--- src/arfp_pkg.sv ---
// Shared types and field constants for the ARM relocation field patcher.
package arfp_pkg;

    typedef enum logic [2:0] {
        OP_DATA   = 3'd0,
        OP_PCREL  = 3'd1,
        OP_VFP    = 3'd2,
        OP_BRANCH = 3'd3,
        OP_ROTIMM = 3'd4,
        OP_SHIFT  = 3'd5
    } op_t;

    typedef enum logic [1:0] {
        ST_OK      = 2'd0,
        ST_RANGE   = 2'd1,
        ST_NOENC   = 2'd2,
        ST_UNKNOWN = 2'd3
    } status_t;

    localparam logic [31:0] FLD_BRANCH = 32'h00ff_ffff;
    localparam logic [31:0] FLD_ROTIMM = 32'h0000_0fff;
    localparam logic [31:0] FLD_SHIFT  = 32'h0000_0f80;
    localparam logic [31:0] UP_BIT     = 32'h0080_0000;
    localparam logic [31:0] MAX_IMM12  = 32'h0000_0fff;
    localparam logic [31:0] MAX_IMM8   = 32'h0000_00ff;
    localparam int          SHIFT_LSB  = 7;
    localparam logic signed [32:0] SHIFT_FULL = 33'sd32;

endpackage

--- src/arm_reloc_field_patcher.sv ---
// ARM relocation field patcher: one relocation in, one patched word and status out.
//
// Input channel: in_valid/in_ready carry op, value, byte_count and word_in.
// Output channel: out_valid/out_ready carry word_out and status.
// A transfer happens on a rising edge with valid and ready both high.
//
// The block is a two-register pipeline: an input register, then the patch
// logic, then the result register. out_valid rises once the item has moved
// from the input register into the result register. Throughput is one item
// per cycle while the receiver does not stall, set by the single pass through
// the patch logic (sixteen rotation candidates are checked side by side).
//
// Reset (rst_n low, asynchronous) empties both registers; in_ready is high
// right after reset. When the receiver stalls, the result register holds
// its data and the input register still takes one more item before
// in_ready drops.
module arm_reloc_field_patcher
    import arfp_pkg::*;
(
    input  logic               clk,
    input  logic               rst_n,
    input  logic               in_valid,
    output logic               in_ready,
    input  logic [2:0]         op,
    input  logic signed [32:0] value,
    input  logic [2:0]         byte_count,
    input  logic [31:0]        word_in,
    output logic               out_valid,
    input  logic               out_ready,
    output logic [31:0]        word_out,
    output logic [1:0]         status
);

    logic               s1_valid_reg;
    logic [2:0]         op_reg;
    logic signed [32:0] value_reg;
    logic [2:0]         count_reg;
    logic [31:0]        word_reg;
    logic               out_valid_reg;
    logic [31:0]        word_out_reg;
    logic [1:0]         status_reg;

    logic               out_free;
    logic               s1_adv;
    logic [31:0]        word_next;
    logic [1:0]         status_next;

    assign out_free = !out_valid_reg || out_ready;
    assign s1_adv   = s1_valid_reg && out_free;
    assign in_ready = !s1_valid_reg || out_free;

    always_ff @(posedge clk or negedge rst_n)
    begin
        if (!rst_n)
        begin
            s1_valid_reg  <= 1'b0;
            out_valid_reg <= 1'b0;
        end
        else
        begin
            if (in_ready)
                s1_valid_reg <= in_valid;
            if (out_free)
                out_valid_reg <= s1_valid_reg;
        end
    end

    always_ff @(posedge clk)
    begin
        if (in_valid && in_ready)
        begin
            op_reg    <= op;
            value_reg <= value;
            count_reg <= byte_count;
            word_reg  <= word_in;
        end
        if (s1_adv)
        begin
            word_out_reg <= word_next;
            status_reg   <= status_next;
        end
    end

    // Patch logic
    logic signed [33:0] d;
    logic [33:0]        absd;
    logic [31:0]        low;
    logic [31:0]        rot [16];
    logic [15:0]        fits;
    logic [11:0]        rot_field;
    logic               rot_found;
    logic               vfp_up;
    logic [4:0]         amt;

    assign low  = value_reg[31:0];
    assign d    = 34'(value_reg) - 34'sd4;
    assign absd = d[33] ? 34'(-d) : 34'(d);
    // trunc-toward-zero quotient is non-negative for d in -3..-1
    assign vfp_up = !d[33] || (absd < 34'd4);
    assign amt  = (value_reg == SHIFT_FULL) ? 5'd0 : low[4:0];

    always_comb
    begin
        for (int k = 0; k < 16; k++)
        begin
            rot[k]  = (low << (2 * k)) | (low >> ((32 - 2 * k) % 32));
            fits[k] = (rot[k][31:8] == 24'd0);
        end
    end

    always_comb
    begin
        rot_field = 12'd0;
        rot_found = 1'b0;
        for (int k = 15; k >= 0; k--)
        begin
            if (fits[k])
            begin
                rot_field = {4'(k), rot[k][7:0]};
                rot_found = 1'b1;
            end
        end
    end

    always_comb
    begin
        word_next   = word_reg;
        status_next = ST_OK;
        unique case (op_reg)
            OP_DATA:
            begin
                if (count_reg == 3'd4)
                    word_next = low;
                else if (count_reg == 3'd2)
                    word_next = {word_reg[31:16], low[15:0]};
                else if (count_reg == 3'd1)
                    word_next = {word_reg[31:8], low[7:0]};
            end
            OP_PCREL:
            begin
                if (absd > 34'(MAX_IMM12))
                    status_next = ST_RANGE;
                else
                    word_next = (word_reg & ~(UP_BIT | MAX_IMM12))
                              | (d[33] ? 32'd0 : UP_BIT) | 32'(absd[11:0]);
            end
            OP_VFP:
            begin
                if (absd[33:2] > MAX_IMM8)
                    status_next = ST_RANGE;
                else
                    word_next = (word_reg & ~(UP_BIT | MAX_IMM8))
                              | (vfp_up ? UP_BIT : 32'd0) | 32'(absd[9:2]);
            end
            OP_BRANCH:
                word_next = (word_reg & ~FLD_BRANCH) | {8'd0, d[25:2]};
            OP_ROTIMM:
            begin
                if (!rot_found)
                    status_next = ST_NOENC;
                word_next = (word_reg & ~FLD_ROTIMM) | 32'(rot_field);
            end
            OP_SHIFT:
                word_next = (word_reg & ~FLD_SHIFT) | (32'(amt) << SHIFT_LSB);
            default:
                status_next = ST_UNKNOWN;
        endcase
    end

    assign out_valid = out_valid_reg;
    assign word_out  = word_out_reg;
    assign status    = status_reg;

endmodule

--- config.mk ---
export PLATFORM = sky130hd
export DESIGN_NAME = arm_reloc_field_patcher
export DESIGN_NICKNAME = d
export VERILOG_FILES = /design/src/arfp_pkg.sv /design/src/arm_reloc_field_patcher.sv
export SDC_FILE = /design/constraint.sdc
export NUM_CORES = 1
export LEC_CHECK = 0
export BUFFER_PORTS_ARGS = -buffer_cell sky130_fd_sc_hd__buf_2
export CAP_MARGIN = 30
export CORE_MARGIN = 2
export CORE_UTILIZATION = 55
export CTS_BUF_LIST = sky130_fd_sc_hd__clkbuf_8
export CTS_CLUSTER_DIAMETER = 60
export CTS_CLUSTER_SIZE = 8
export DETAILED_ROUTE_END_ITERATION = 7
export PLACE_DENSITY = 0.77
export SETUP_SLACK_MARGIN = 0.4
export SKIP_CTS_REPAIR_TIMING = 1
export SLEW_MARGIN = 20
export SYNTH_ARGS = -nofsm -noshare
export SYNTH_HDL_FRONTEND = slang
export SYNTH_SLANG_ARGS = --single-unit
--- constraint.sdc ---
create_clock -name clk -period 13.7 [get_ports clk]
set_input_delay 4.11 -clock clk [delete_from_list [all_inputs] [get_ports clk]]
set_output_delay 4.11 -clock clk [all_outputs]
set_load 0.1 [all_outputs]
---- Word-level counts from Yosys, hierarchy flattened ----
Index checks and enable logic that the tools add are counted.
storage, ports and cells
  register bits after elaboration ......... 107
  bits of input ports ..................... 75
cells by class
  $add $sub $neg .......................... 2
  $lt $le $gt $ge ......................... 3
  equal/unequal tests ..................... 9
  multiplexer cells ....................... 46
  bitwise gates (word level) .............. 23
  reduce and logical (&&, ||, !) cells .... 26
operators with widths
  cell                                                         count
  logical NOT 24 bit                                           16
  2-to-1 mux 12 bit                                            16
  one-hot mux 32 bit (6 select lines)                          1
  bitwise OR 32 x 12 -> 32 bit                                 4
  bitwise OR 32 x 24 -> 32 bit                                 4
  2-to-1 mux 32 bit                                            3
  bitwise OR 32 x 8 -> 32 bit                                  2
  2-to-1 mux 24 bit                                            2
  > comparator 34 x 12 -> 1 bit, second input constant         1
  less-than comparator 34 x 3 -> 1 bit, second input constant  1
  2-to-1 mux 34 bit                                            1
  negator 34 bit                                               1
  subtractor 33 x 4 -> 34 bit, second input constant           1
  == test 33 x 7 -> 1 bit, second input constant               1
  > comparator 32 x 8 -> 1 bit, second input constant          1
  bitwise OR 32 x 10 -> 32 bit                                 1
  bitwise OR 32 x 14 -> 32 bit                                 1
  bitwise OR 32 x 16 -> 32 bit                                 1
  bitwise OR 32 x 18 -> 32 bit                                 1
  bitwise OR 32 x 2 -> 32 bit                                  1
  bitwise OR 32 x 20 -> 32 bit                                 1
  bitwise OR 32 x 22 -> 32 bit                                 1
  bitwise OR 32 x 26 -> 32 bit                                 1
  bitwise OR 32 x 28 -> 32 bit                                 1
  other kinds (18)                                             45

---- Depth between registers and ports, before layout ----
Gate-level depths: netlist (run 1).
  depth in word-level cells ............... 20
  gate-level depth with buffers ........... 21
  depth with buffers taken out ............ 14

---- Worst setup path before layout (run 1) ----
Ideal clock, no wire load.
  path kind ............................... input to output
  start ................................... input out_ready
  end ..................................... output in_ready
  arrival ................................. 4,932 ps
  required time ........................... 9,590 ps
  path slack .............................. 4,658 ps
  stages .................................. 1
  cell sequence ........................... nand3b_1
between the ends
  cells in the longest elaborated chain, start to end .. 2
ends and longest elaborated chain
  element           RTL line                       RTL
  start, declared   arm_reloc_field_patcher.sv:29  input logic out_ready,
  logical OR 1 bit  arm_reloc_field_patcher.sv:48  assign out_free = !out_valid_reg || out_ready;
  logical OR 1 bit  arm_reloc_field_patcher.sv:50  assign in_ready = !s1_valid_reg || out_free;
  end, declared     arm_reloc_field_patcher.sv:23  output logic in_ready,
No other way between the ends.

---- Worst setup path after layout (run 1) ----
Same ends and word-level chain as after synthesis.

==> impl_metrics.csv, run 1 <==
group,metric,value,unit
floorplanning,rows,45,
timing,rsz0062_at_grt,"no",
synth,synth_top_cell_area_share,37.3,%
synth,synthFlopType,"edfxtp_1",
outcome,status,"completed",
finish,syn2layout_area_growth,9.17,%
worst_setup_path,arrival,4770,ps
clocking,cts_sinks,107,
run,drv_cap,0,
clocking,tritoncts,"yes",
drt,avgRoutedWirePerCell,23.6,um
drt,dr.pass1.iters,7,
clocking,clkLatencyLatePin,410,ps
synth,yosysTopAreaCell,"edfxtp_1",
timing,relSlewSlack,28.7,%
timing,worst_clock_skew,16.4,ps
timing,layout_setup_ws,4820,ps
placement,pre_cts_ws,4830,ps
global_routing,grt_pass1_wl,44700,um
pwr,clkPwrFrac,24.6,%
clocking,cts_made_buffers,9,
finish,design_area,9220,um2
floorplanning,coreArea,15100,um2
floorplanning,floorplan.die_area,16400,um2
worst_setup_path,critPathLaunch,"out_ready",
finish,final_cell_count_no_fill,1250,
synth,synth_top_family_by_area,"simple AND/OR/NAND/NOR gates",
finish,multi_input_area,4810,um2
worst_setup_path,end_kind,"output pin",
synth,syn_inst,1006,
drt,dr_total_vias,8949,
finish,fillers,1366,
placement,gp_congestion,1.07,
synth,synth.area.mux_share,1.66,%
timing,timing.setup.tns,0,ps
global_routing,grt_use_total,35.8,%
synth,syn_avg_cell_area,8.40,um2
worst_setup_path,worstSetupPathType,"in -> out",
drt,drtIter0Drc,1484,
worst_setup_path,critPathRequiredTime,9590,ps
pwr,comb_power_share,24.2,%
global_routing,antenna_found_initial,0,
finish,final_nets,1135,
floorplanning,die_w,128,um
timing,worstMarginPinSlew,1040,ps
finish,final_core_util,61.1,%
synth,async_flop_share,1.87,%
pwr,powerDensity,90.8,nW/um2
synth,synth-simple-area-share,26.7,%
timing,min_period,8880,ps
pwr,swShare,38.4,%
synth,synthesis.nets,1084,
synth,synthMostInstantiatedCell,"edfxtp_1",
timing,fin_crit_sh,64.8,%
drt,drc,0,
worst_setup_path,rrSetupSlack,7170,ps
global_routing,overflow,0,
hold_path,hp-class,"reg -> reg",
timing,slew_viol_final,0,
placement,port_buffers,110,
drt,routed_wl,29500,um
placement,place_area,9010,um2
placement,place_hpwl,21200,um
pwr,p_leak,3.13,nW
floorplanning,ioPinCount,111,
pwr,vdd_drop_max,0.0000724,V
finish,largest_reg_flops,33,
pwr,p_int,0.516,mW
synth,ys_warn_count,0,
synth,yosys-top-cells-area,"edfxtp_1 (37%), nor2_1 (4.5%), o21ai_0 (4.3%), nand2_1 (4.2%), a21oi_1 (3.7%)",
timing,max_freq,113,MHz
synth,synthAdderAreaFrac,0.444,%
floorplanning,die_h,128,um
synth,ys_seq_elements,107,
global_routing,grt_pass1_vias,7943,
drt,ant_nets,0,
floorplanning,initial_core_util,56.0,%
finish,regArea,3200,um2
synth,syn-cell-area,8450,um2
clocking,path_clk_slew,120,ps
worst_setup_path,r2r_cells,14,
synth,ys_types,86,
drt,vias_per_cell,7.16,
pwr,sequentialPowerShare,51.2,%
finish,layout-drive-gt1-share,17.2,%
worst_setup_path,timing.rr.start,"value_reg[2]$_DFFE_PP_",
worst_setup_path,critPathMaxFanout,3,
hold_path,min_path_cells,1,
placement,placed_cells,1234,
synth,seq_area_frac_synth,37.9,%
synth,synth_common_cells,"edfxtp_1 (105), nor2_1 (102), nand2_1 (95)",
hold_path,holdPathEnd,"out_valid$_DFFE_PN0P_",
hold_path,min_from,"s1_valid_reg$_DFFE_PN0N_",
worst_setup_path,critical_path.startpoint_type,"input port",
timing,hold_violations,0,
timing,setup_viol,0,
pwr,p_switching,0.321,mW
clocking,cts-root-buf,"clkbuf_8",
finish,insertedDiodeCount,0,
synth,synth_edf_count,105,
clocking,htreeDepth,3,
synth,synth_compound_area_share,24.1,%
worst_setup_path,timing.rr.end,"word_out[3]$_DFFE_PP_",
synth,synth-xor-area-share,3.84,%
global_routing,grt_max_degree,72,
clocking,cts_buffer_depth,2,
[power groups by stage]
| stage | clock network [mW] | logic [mW] | registers (mW) |
|---|---|---|---|
| after global placement | 0 | 0.196 | 0.433 |
| after global routing | 0.219 | 0.214 | 0.431 |
| after CTS | 0.207 | 0.199 | 0.426 |
| after floorplan | 0 | 0.101 | 0.476 |
| after detailed placement | 0 | 0.199 | 0.433 |
| final | 0.206 | 0.203 | 0.429 |
[worst max-delay path: stages]
cell	delay [ps]
buf_2	80
nand3b_1	130
buf_2	440
[layout by cell type, fill, tap and decap left out, types with 25 or more instances in the layout]
master / n
nor3_1: 43
nor2_1: 102
nand3_1: 34
nor4_1: 26
nand2_1: 95
nand4_1: 25
a21oi_1: 62
buf_2: 111
o21ai_0: 72
edfxtp_1: 105
[metal layers]
layer / global-route usage [%] / wire (um) / up-vias
met2: 52.6 / 12600 / 699
met4: 17.0 / 1690 / 0
met1: 49.9 / 11200 / 4146
met3: 8.85 / 4030 / 152
met5: 0 / 0 / -
li1: - / - / 3952
[worst max-delay path by stage]
stage               slack (ps)  endpoint  cells after the start
CTS                       4820  in_ready                      3
finish                    4820  in_ready                      3
global route              4790  in_ready                      3
global placement          4830  in_ready                      3
detailed placement        4830  in_ready                      3
floorplan                 4660  in_ready                      1
[final cells by class]
| class | count | share of cell area, % |
|---|---|---|
| multi-input combinational | 791 | 52.2 |
| sequential | 107 | 34.7 |
| clock inverter | 7 | 0.936 |
| clock buffer | 9 | 1.34 |
| timing repair buffer | 128 | 7.41 |
| tap | 188 | 2.55 |
| inverter | 20 | 0.814 |
[per-stage QoR]
stage          hold WS (ps)  total power, mW
6_report                517            0.838
5_1_grt                 541            0.863
4_1_cts                 523            0.832
3_5_place_dp            481            0.632
3_3_place_gp            474            0.630
2_1_floorplan           449            0.578
[logic make-up after synthesis]
family,Yosys count
fa+ha+maj,3
flops,107
compound gates,306
simple gates,432
buf+inv,108
xor+xnor,37
mux,13
No activity file was read; power rests on OpenSTA's default activity.
==> run 2: changes to the inputs <==
--- a/config.mk
+++ b/config.mk
@@ -5,6 +5,7 @@
 export SDC_FILE = /design/constraint.sdc
 export NUM_CORES = 1
 export LEC_CHECK = 0
+export ABC_AREA = 1
 export BUFFER_PORTS_ARGS = -buffer_cell sky130_fd_sc_hd__buf_2
 export CAP_MARGIN = 30
 export CORE_MARGIN = 2
==> constraint.sdc (replaced) <==
create_clock -name clk -period 8.5 [get_ports clk]
set_input_delay 2.55 -clock clk [delete_from_list [all_inputs] [get_ports clk]]
set_output_delay 2.55 -clock clk [all_outputs]
set_load 0.1 [all_outputs]
==> impl_metrics.csv, run 2 <==
group,metric,value,unit
clocking,cts_sinks,107,
floorplanning,die_h,128,um
pwr,vdd_drop_max,0.000109,V
drt,dr_total_vias,8949,
worst_setup_path,path_buf_inv,3,
worst_setup_path,worstSetupPathType,"in -> out",
synth,synthesis.nets,1285,
hold_path,min_path_cells,2,
drt,routed_wl,28100,um
timing,rsz0062_at_grt,"no",
clocking,cts_made_buffers,9,
synth,yosys-top-cells-area,"edfxtp_1 (37%), nand2_1 (15%), nor2_1 (6.2%), nand3_1 (6.0%), inv_1 (5.9%)",
floorplanning,rows,45,
worst_setup_path,cp_slowest_cell,"buf_2",
floorplanning,coreArea,15100,um2
worst_setup_path,crit_family,"buffers and inverters",
outcome,status,"completed",
clocking,htreeDepth,3,
worst_setup_path,critPathMaxFanout,3,
placement,gp_congestion,1.01,
clocking,path_clk_slew,100,ps
synth,synthMostInstantiatedCell,"nand2_1",
synth,syn_avg_cell_area,7.03,um2
synth,synthFlopType,"edfxtp_1",
synth,seq_area_frac_synth,37.8,%
finish,layout-drive-gt1-share,16.8,%
synth,ys_warn_count,0,
clocking,tritoncts,"yes",
run,drv_cap,0,
worst_setup_path,path_common_cell,"buf_2",
worst_setup_path,rrSetupSlack,3650,ps
worst_setup_path,critPathRequiredTime,5950,ps
hold_path,holdPathEnd,"out_valid$_DFFE_PN0P_",
worst_setup_path,arrival,3240,ps
pwr,powerDensity,151,nW/um2
worst_setup_path,crit_chain,"buf_2, inv_1, nand3_1, buf_2",
drt,dr.pass1.iters,7,
worst_setup_path,timing.rr.start,"value_reg[2]$_DFFE_PP_",
worst_setup_path,timing.rr.end,"word_out[5]$_DFFE_PP_",
drt,vias_per_cell,5.95,
synth,ys_seq_elements,107,
drt,drtIter0Drc,1085,
placement,port_buffers,110,
finish,final_core_util,62.2,%
timing,slew_viol_final,0,
worst_setup_path,critPathLaunch,"out_ready",
clocking,clkLatencyLatePin,420,ps
timing,timing.setup.tns,0,ps
finish,syn2layout_area_growth,11.1,%
global_routing,overflow,0,
synth,synth_edf_count,105,
finish,insertedDiodeCount,0,
timing,hold_violations,0,
timing,relSlewSlack,39.5,%
timing,worstMarginPinSlew,908,ps
worst_setup_path,end_kind,"output pin",
floorplanning,initial_core_util,56.0,%
synth,syn_inst,1207,
timing,setup_viol,0,
clocking,cts_buffer_depth,2,
global_routing,antenna_found_initial,0,
synth,synth_common_cells,"nand2_1 (339), nor2_1 (139), inv_1 (134)",
global_routing,grt_use_total,35.1,%
placement,place_hpwl,21800,um
drt,drc,0,
synth,syn-cell-area,8480,um2
timing,fin_crit_sh,68.1,%
synth,yosysTopAreaCell,"edfxtp_1",
worst_setup_path,r2r_cells,23,
worst_setup_path,slowest_delay,440,ps
timing,worst_clock_skew,21.2,ps
floorplanning,ioPinCount,111,
finish,final_cell_mix,"nand2_1 (339), nor2_1 (139), inv_1 (133)",
global_routing,grt_pass1_wl,43600,um
floorplanning,die_w,128,um
drt,avgRoutedWirePerCell,18.7,um
finish,multi_input_area,4610,um2
hold_path,min_from,"s1_valid_reg$_DFFE_PN0N_",
synth,ys_types,44,
global_routing,grt_max_degree,72,
pwr,finalPower,1.42,mW
drt,ant_nets,0,
timing,max_freq,173,MHz
pwr,p_leak,4.24,nW
finish,regArea,3200,um2
synth,synth_top_cell_area_share,37.2,%
global_routing,grt_pass1_vias,8107,
floorplanning,floorplan.die_area,16400,um2
finish,largest_reg_flops,33,
synth,async_flop_share,1.87,%
finish,final_nets,1388,
timing,min_period,5790,ps
finish,final_common_cell,"nand2_1",
clocking,cts-root-buf,"clkbuf_8",
finish,fillers,1445,
worst_setup_path,critical_path.startpoint_type,"input port",
hold_path,hp-class,"reg -> reg",
-- run 2: layout make-up --
class	instances	area share [%]
multi-input cells	929	49.0
flip-flops and latches	107	34.0
repair buffers	119	6.56
inverters	144	5.74
well taps	188	2.50
clock buffers	9	1.31
clock inverters	7	0.916
-- run 2: cell families (layout without fill, tap and decap cells) --
| kind of cell | Yosys count | count (layout) | synth area share [%] |
|---|---|---|---|
| AO/OA/AOI/OAI | 205 | 205 | 13.6 |
| XOR/XNOR | 19 | 19 | 2.23 |
| adder cells (fa/ha/maj) | 3 | 3 | 0.443 |
| buffers and inverters | 171 | 279 | 7.98 |
| flip-flops | 107 | 107 | 37.8 |
| AND/OR/NAND/NOR | 702 | 702 | 38.0 |
-- run 2: layer usage --
layer / vias up / part of all wire (%) / track usage [%]
met1: 4086 / 43 / 50.7
met4: 0 / 3.7 / 13.9
met2: 525 / 42 / 50.6
li1: 4258 / - / -
met3: 80 / 11 / 8.60
met5: - / 0 / 0
-- run 2: per-stage QoR --
stage / hold slack, ps / std cells / instance area, um2 / worst slack (ps)
detailed placement: 512 / 1487 / 9210 / 2710
global route: 571 / 1503 / 9420 / 2670
finish: 528 / 1503 / 9420 / 2710
CTS: 536 / 1503 / 9420 / 2700
floorplan: 447 / 1207 / 8480 / 2570
global placement: 501 / 1487 / 9210 / 2720
-- run 2: power breakdown --
group          internal, mW  switching [mW]  leakage [nW]
Clock                 0.141           0.196         0.107
Combinational        0.0821           0.322          3.10
Sequential            0.640          0.0414          1.03
Total                 0.863           0.560          4.24
-- run 2: how the worst max path moves through the flow --
stage	slack, ps	cells after the start	end
after floorplan	2570	2	in_ready
after global placement	2720	4	in_ready
after detailed placement	2710	4	in_ready
after CTS	2700	4	in_ready
after global routing	2670	4	in_ready
final	2710	4	in_ready
-- run 2: worst min-delay path, delay by kind of cell, from the launching register on --
kind                   cells  cell delay (ps)
buffers and inverters      1               70
DFF                        1              350
and+or+nand+nor            1               80
==> run 3: changes to the inputs <==
--- a/config.mk
+++ b/config.mk
@@ -5,7 +5,7 @@
 export SDC_FILE = /design/constraint.sdc
 export NUM_CORES = 1
 export LEC_CHECK = 0
-export ABC_AREA = 1
+export ABC_AREA = 0
 export BUFFER_PORTS_ARGS = -buffer_cell sky130_fd_sc_hd__buf_2
 export CAP_MARGIN = 30
 export CORE_MARGIN = 2
==> constraint.sdc (replaced) <==
create_clock -name clk -period 5.9 [get_ports clk]
set_input_delay 1.77 -clock clk [delete_from_list [all_inputs] [get_ports clk]]
set_output_delay 1.77 -clock clk [all_outputs]
set_load 0.1 [all_outputs]
==> impl_metrics.csv, run 3 (synthesized netlist as in run 1, its figures left out) <==
group,metric,value,unit
drt,drc,13,
outcome,violations,"DRC",
finish,final_nets,1178,
finish,largest_reg_flops,33,
floorplanning,coreArea,15100,um2
clocking,path_clk_slew,120,ps
global_routing,grt_use_total,38.9,%
worst_setup_path,critPathMaxFanout,12,
clocking,cts_buffer_depth,2,
timing,min_period,5200,ps
floorplanning,floorplan.die_area,16400,um2
finish,multi_input_area,4810,um2
drt,avgRoutedWirePerCell,24.7,um
floorplanning,die_w,128,um
global_routing,antenna_found_initial,0,
pwr,powerDensity,207,nW/um2
drt,vias_per_cell,7.14,
pwr,sequentialPowerShare,48.8,%
clocking,clkLatencyLatePin,410,ps
pwr,p_leak,3.32,nW
drt,dr.pass1.iters,8,
pwr,comb_power_share,27.1,%
pwr,clkPwrFrac,24.1,%
finish,final_cell_mix,"buf_2 (110), edfxtp_1 (105), nor2_1 (102)",
clocking,tritoncts,"yes",
clocking,cts-root-buf,"clkbuf_8",
global_routing,grt_pass1_wl,48300,um
worst_setup_path,arrival,5340,ps
timing,fin_crit_sh,88.2,%
pwr,p_int,1.22,mW
worst_setup_path,critPathRequiredTime,6040,ps
finish,fillers,1363,
timing,worst_clock_skew,16.5,ps
worst_setup_path,end_kind,"flop",
floorplanning,die_h,128,um
drt,drtIter0Drc,1691,
worst_setup_path,critical_path.startpoint_type,"flop",
hold_path,holdPathEnd,"out_valid$_DFFE_PN0P_",
global_routing,grt_pass1_vias,8323,
placement,pre_cts_ws,824,ps
timing,relSlewSlack,30.4,%
clocking,cts_sinks,107,
worst_setup_path,r2r_cells,12,
worst_setup_path,timing.rr.start,"value_reg[22]$_DFFE_PP_",
hold_path,min_path_cells,1,
floorplanning,rows,45,
outcome,status,"complete, but fails checks",
timing,hold_violations,0,
placement,placed_cells,1276,
floorplanning,ioPinCount,111,
placement,place_hpwl,24000,um
worst_setup_path,worstSetupPathType,"reg -> reg",
pwr,swShare,38.4,%
pwr,p_switching,0.758,mW
drt,routed_wl,31900,um
timing,slew_viol_final,0,
placement,gp_congestion,1.11,
worst_setup_path,timing.rr.end,"word_out[3]$_DFFE_PP_",
floorplanning,initial_core_util,56.0,%
timing,max_freq,192,MHz
finish,layout-drive-gt1-share,20.5,%
worst_setup_path,rrSetupSlack,700,ps
timing,worstMarginPinSlew,1030,ps
finish,regArea,3200,um2
hold_path,min_from,"s1_valid_reg$_DFFE_PN0N_",
clocking,htreeDepth,3,
clocking,cts_made_buffers,9,
pwr,vdd_drop_max,0.000173,V
global_routing,grt_max_degree,72,
placement,port_buffers,110,
timing,timing.setup.tns,0,ps
finish,syn2layout_area_growth,13.2,%
global_routing,overflow,0,
timing,rsz0062_at_grt,"no",
run,drv_cap,0,
finish,final_common_cell,"buf_2",
drt,ant_nets,0,
finish,final_cell_count_no_fill,1293,
finish,insertedDiodeCount,0,
drt,dr_total_vias,9230,
finish,final_core_util,63.4,%
timing,setup_viol,0,
hold_path,hp-class,"reg -> reg",
timing,layout_setup_ws,697,ps
-- run 3: cell types whose count changed in the layout (fill, tap and decap cells not counted), sizes merged, moves of 20 or more --
cell,delta
a21oi,-24
o22ai,+20
nor3,+23
nor2,-75
a22oi,+22
or4,+21
buf,+52
nor4,+32
nand3,-78
nand2,-267
inv,-122
-- run 3: worst max-delay path by stage --
stage	startpoint	end	slack [ps]	depth (start not counted)
6_report	value_reg[22]$_DFFE_PP_	word_out[3]$_DFFE_PP_	700	12
5_1_grt	value_reg[2]$_DFFE_PP_	word_out[5]$_DFFE_PP_	510	15
4_1_cts	value_reg[2]$_DFFE_PP_	word_out[3]$_DFFE_PP_	830	15
3_5_place_dp	value_reg[2]$_DFFE_PP_	word_out[3]$_DFFE_PP_	820	15
3_3_place_gp	value_reg[21]$_DFFE_PP_	word_out[3]$_DFFE_PP_	960	12
2_1_floorplan	value_reg[2]$_DFFE_PP_	word_out[1]$_DFFE_PP_	830	21
-- run 3: metal layers --
| layer | wire, um | GRT usage (%) | up-vias |
|---|---|---|---|
| met3 | 4330 | 10.7 | 156 |
| li1 | - | - | 4045 |
| met1 | 12400 | 53.2 | 4212 |
| met2 | 13500 | 58.1 | 817 |
| met4 | 1640 | 16.7 | 0 |
| met5 | 0 | 0 | - |
-- run 3: cell type report --
type                            instances  area share [%]
Inverter                               20           0.785
Multi-Input combinational cell        791            50.3
Timing Repair Buffer                  171            10.8
Clock inverter                          7           0.942
Sequential cell                       107            33.5
Tap cell                              188            2.46
Clock buffer                            9            1.30
-- run 3: stage by stage --
step | hold slack (ps) | cell area [um2] | power, mW
after floorplan | 449 | 8450 | 1.34
after global placement | 467 | 9320 | 1.49
after detailed placement | 490 | 9320 | 1.49
after CTS | 517 | 9530 | 1.95
after global routing | 554 | 9560 | 2.03
final | 511 | 9560 | 1.97
-- run 3: worst max-delay path, cell delays in order (launching register included) --
cell,delay (ps)
edfxtp_1,650
or4_1,760
or2_2,450
nor3_1,370
xnor2_1,280
a31oi_1,160
a221oi_1,480
o311a_1,290
nand4_1,90
or4_1,680
a21oi_1,330
and2_1,230
o2111ai_1,140
-- run 3: power groups by stage --
| stage | clock network (mW) | logic (mW) | registers (mW) |
|---|---|---|---|
| after CTS | 0.478 | 0.517 | 0.959 |
| after global routing | 0.502 | 0.560 | 0.967 |
| final | 0.477 | 0.535 | 0.963 |
| after global placement | 0 | 0.513 | 0.976 |
| after detailed placement | 0 | 0.517 | 0.976 |
| after floorplan | 0 | 0.235 | 1.11 |
